**src/rtl/fpr_ram.sv**
```systemverilog
// generic single write port ram with registered read
`default_nettype none

module fpr_ram #(
   parameter  int WIDTH  = 8,
   parameter  int DEPTH  = 16,
   localparam int ADDR_W = (DEPTH > 1) ? $clog2(DEPTH) : 1
) (
   input  logic              clock,
   input  logic              wr_en,
   input  logic [ADDR_W-1:0] wr_addr,
   input  logic [WIDTH-1:0]  wr_data,
   input  logic              rd_en,
   input  logic [ADDR_W-1:0] rd_addr,
   output logic [WIDTH-1:0]  rd_data
);

   logic [WIDTH-1:0] mem_ff [DEPTH];
   logic [WIDTH-1:0] rd_data_ff;

   // write port
   always_ff @(posedge clock) begin
      if (wr_en) begin
         mem_ff[wr_addr] <= wr_data;
      end
   end

   // registered read port
   always_ff @(posedge clock) begin
      if (rd_en) begin
         rd_data_ff <= mem_ff[rd_addr];
      end
   end

   assign rd_data = rd_data_ff;

endmodule

`default_nettype wire

```
**config.mk**
```make
export PLATFORM = sky130hd
export DESIGN_NAME = fpr_ram
export DESIGN_NICKNAME = d
export VERILOG_FILES = /design/src/rtl/fpr_ram.sv
export SDC_FILE = /design/constraint.sdc
export NUM_CORES = 1
export LEC_CHECK = 0
export BUFFER_PORTS_ARGS = -buffer_cell sky130_fd_sc_hd__buf_2
export CAP_MARGIN = 20
export CORE_MARGIN = 2
export CORE_UTILIZATION = 40
export CTS_CLUSTER_DIAMETER = 50
export DETAILED_ROUTE_END_ITERATION = 7
export SLEW_MARGIN = 20
export SYNTH_ARGS = -nofsm -noshare
export SYNTH_HDL_FRONTEND = slang
export SYNTH_SLANG_ARGS = --single-unit
```
**constraint.sdc**
```tcl
create_clock -name clock -period 1.7 [get_ports clock]
set_input_delay 0.255 -clock clock [delete_from_list [all_inputs] [get_ports clock]]
set_output_delay 0.255 -clock clock [all_outputs]
set_load 0.03 [all_outputs]
```
==> flow_summary.ini <==
[synth]
ys_seq_elements = 136
syn_inst = 229
synth_nets = 248
synth.distinct_cells = 18
avgSynthCellArea_um2 = 22.8
syn-cell-area_um2 = 5230
yosysWarningCount = 0
ys_seq_area_share_pct = 78.1

[layout]
fin_area_um2 = 6370
fillCellCount = 1024
stdcell_count = 476
layout.nets = 310
area_growth_pct = 21.8
fin_util_pct = 50.2
drive_gt1_share_pct = 33.2
antenna_cells = 0

[sta]
setup_tns_ns = 0
fin_crit_ns = 1.54
fin_ws_ns = 0.162
rsz0062_at_grt = false
slew_violations = 0
tightest_slew_ns = 0.811
final_hold_viol_count = 0
setup_viol = 0
min_period_over_period_pct = 90.4
fin_skew_ns = 0.00489
fin_hold_ws_ns = 0.219
relSlewSlack_pct = 45.8
max_freq_ghz = 0.650

[pwr]
p_per_area_nw_per_um2 = 1270
power_leakage_nw = 2.17
intPower_mw = 6.53
pwr-share-seq_pct = 46.9
finalPower_mw = 8.09
p_sw_share_pct = 19.3
p_clk_share_pct = 48.2
ir_drop_v = 0.000629
comb_power_share_pct = 4.8
p_sw_mw = 1.56

[worst_setup_path]
cp-end-kind = register
crit_required_ns = 1.86
rr_startpoint = mem_ff[0][3]
cp_data_arrival_time_ns = 1.69
cp_top_family = multiplexers
slowest_stage = mux4_1
timing.critical_path.buf_inv = 0
crit_path_max_fanout = 1
setup.worst_path.class = reg -> reg
start_kind = register
r2r_end = rd_data[3]
worst_r2r_path_depth = 3
rrSetupSlack_ns = 0.16
path_cells = mux4_1 -> a22oi_1 -> nand2_1
crit_start = mem_ff[0][3]
slowest_delay_ns = 0.50

[floorplanning]
dieArea_um2 = 14000
start_util_pct = 41.3
die_x_um = 118
die_height_um = 118
io_pins = 27
num_rows = 41
core_um2 = 12700

[clocking]
cts-buffers-inserted = 17
cts_tree = yes
cts_buffer_depth = 2
cts_resized = 0
clkTransAtPathRegs_ns = 0.06
root_buffer = clkbuf_16
clock_sinks = 136
cts_setup_buffers = 0
hold_buffers = 0
clock_latency_ns = 0.41
cts_max_level = 4

[placement]
post-place-cells = 444
place_ws_ns = -0.145
place.gp.congestion = 0.741
place.port_buffers = 26
place_area_um2 = 5730
dpl.hpwl_mm = 6.61

[min_path]
hold_depth = 1
hp-class = in -> reg
min_to = rd_data[3]
worstHoldStart = rd_en

[route]
vias_per_cell = 5.23
drc = 0
vias = 2491
drtPass1Iterations = 4
drtAntennaViolNets = 0
finalWirelength_mm = 10.1
wl_per_cell_um = 21.3
first_iter_violations = 189

[global_routing]
grt_start_max_net_pins = 20
antenna_found_initial = 0
grt_pass1_vias = 2564
grt_pass1_wl_mm = 15.8
gr-total-overflow = 0
grt.total_usage_pct = 15.8

[outcome]
status = complete, no violations

[flow_run]
drv_cap = 0
-- cells in the final DEF (no fill, tap or decap) --
cell type / instances
inv_6: 1
clkinv_1: 2
a22oi_1: 16
clkbuf_16: 17
clkinvlp_4: 1
nand3_1: 1
or3b_2: 1
nand2b_1: 2
clkbuf_1: 2
nor2b_1: 1
buf_4: 24
mux4_1: 14
mux4_2: 18
and2_1: 1
bufinv_16: 5
nand3b_1: 2
and2b_1: 1
edfxtp_1: 136
buf_2: 26
nor3_1: 3
nor2_1: 13
nand2_1: 9
nor3_2: 1
clkinv_2: 2
clkinv_4: 2
buf_12: 3
-- worst max-delay path by stage --
stage,to,slack [ns],cells past startpoint
global route,rd_data[3],0.11,3
CTS,rd_data[6],0.19,3
detailed placement,rd_data[3],-0.15,5
global placement,rd_data[2],-0.12,5
finish,rd_data[3],0.16,3
floorplan,rd_data[1],0.16,5
-- worst register-to-register path: stages (launching register included) --
cell and delay, ns:
edfxtp_1 0.36, mux4_1 0.50, a22oi_1 0.32, nand2_1 0.10
-- power by group through the flow --
stage | sequential (mW) | clock [mW] | combinational, mW
global route | 3.80 | 4.12 | 0.421
floorplan | 3.90 | 0 | 0.191
detailed placement | 3.87 | 0 | 0.395
finish | 3.80 | 3.90 | 0.389
global placement | 3.86 | 0 | 0.388
CTS | 3.80 | 3.95 | 0.397
-- synthesized netlist by cell type --
cell type | count | area share [%]
and2_1 | 1 | 0.12
mux4_1 | 14 | 7.0
clkdlybuf4s25_2 | 3 | 0.57
buf_6 | 3 | 0.65
nand2b_1 | 2 | 0.24
nor2_1 | 13 | 0.93
mux4_2 | 18 | 7.8
buf_2 | 3 | 0.29
nand3b_1 | 2 | 0.29
and2b_1 | 1 | 0.14
edfxtp_1 | 136 | 78
or3b_2 | 1 | 0.17
nor3_1 | 4 | 0.38
nand3_1 | 1 | 0.096
buf_4 | 1 | 0.14
nor2b_1 | 1 | 0.12
nand2_1 | 9 | 0.65
a22oi_1 | 16 | 2.3
-- per-layer routing --
metal,share of wire (%),vias to the layer above,global-route usage (%),wire length (µm)
li1,-,1107,-,-
met3,4.9,10,3.96,498
met5,0,-,0,0
met2,48,73,23.7,4840
met1,46,1301,22.4,4650
met4,1.4,0,6.33,142
-- cell families after synthesis --
| logic type | after synthesis | synth area share [%] |
|---|---|---|
| simple gates | 35 | 3.14 |
| compound gates | 16 | 2.30 |
| mux | 32 | 14.8 |
| flops | 136 | 78.1 |
| buf+inv | 10 | 1.65 |
-- state kept, by name, indices dropped and copies added, names as in the netlist --
signal,flops
mem_ff,128
rd_data,8
-- cell type report --
class,instances,area (µm²),area share [%]
clock inverter,13,201,3.16
sequential,136,4080,64.2
multi-input combinational,83,1060,16.7
tap,172,215,3.38
timing repair buffer,53,370,5.82
clock buffer,19,433,6.80
Note: power is estimated with default switching activity, not from simulation.
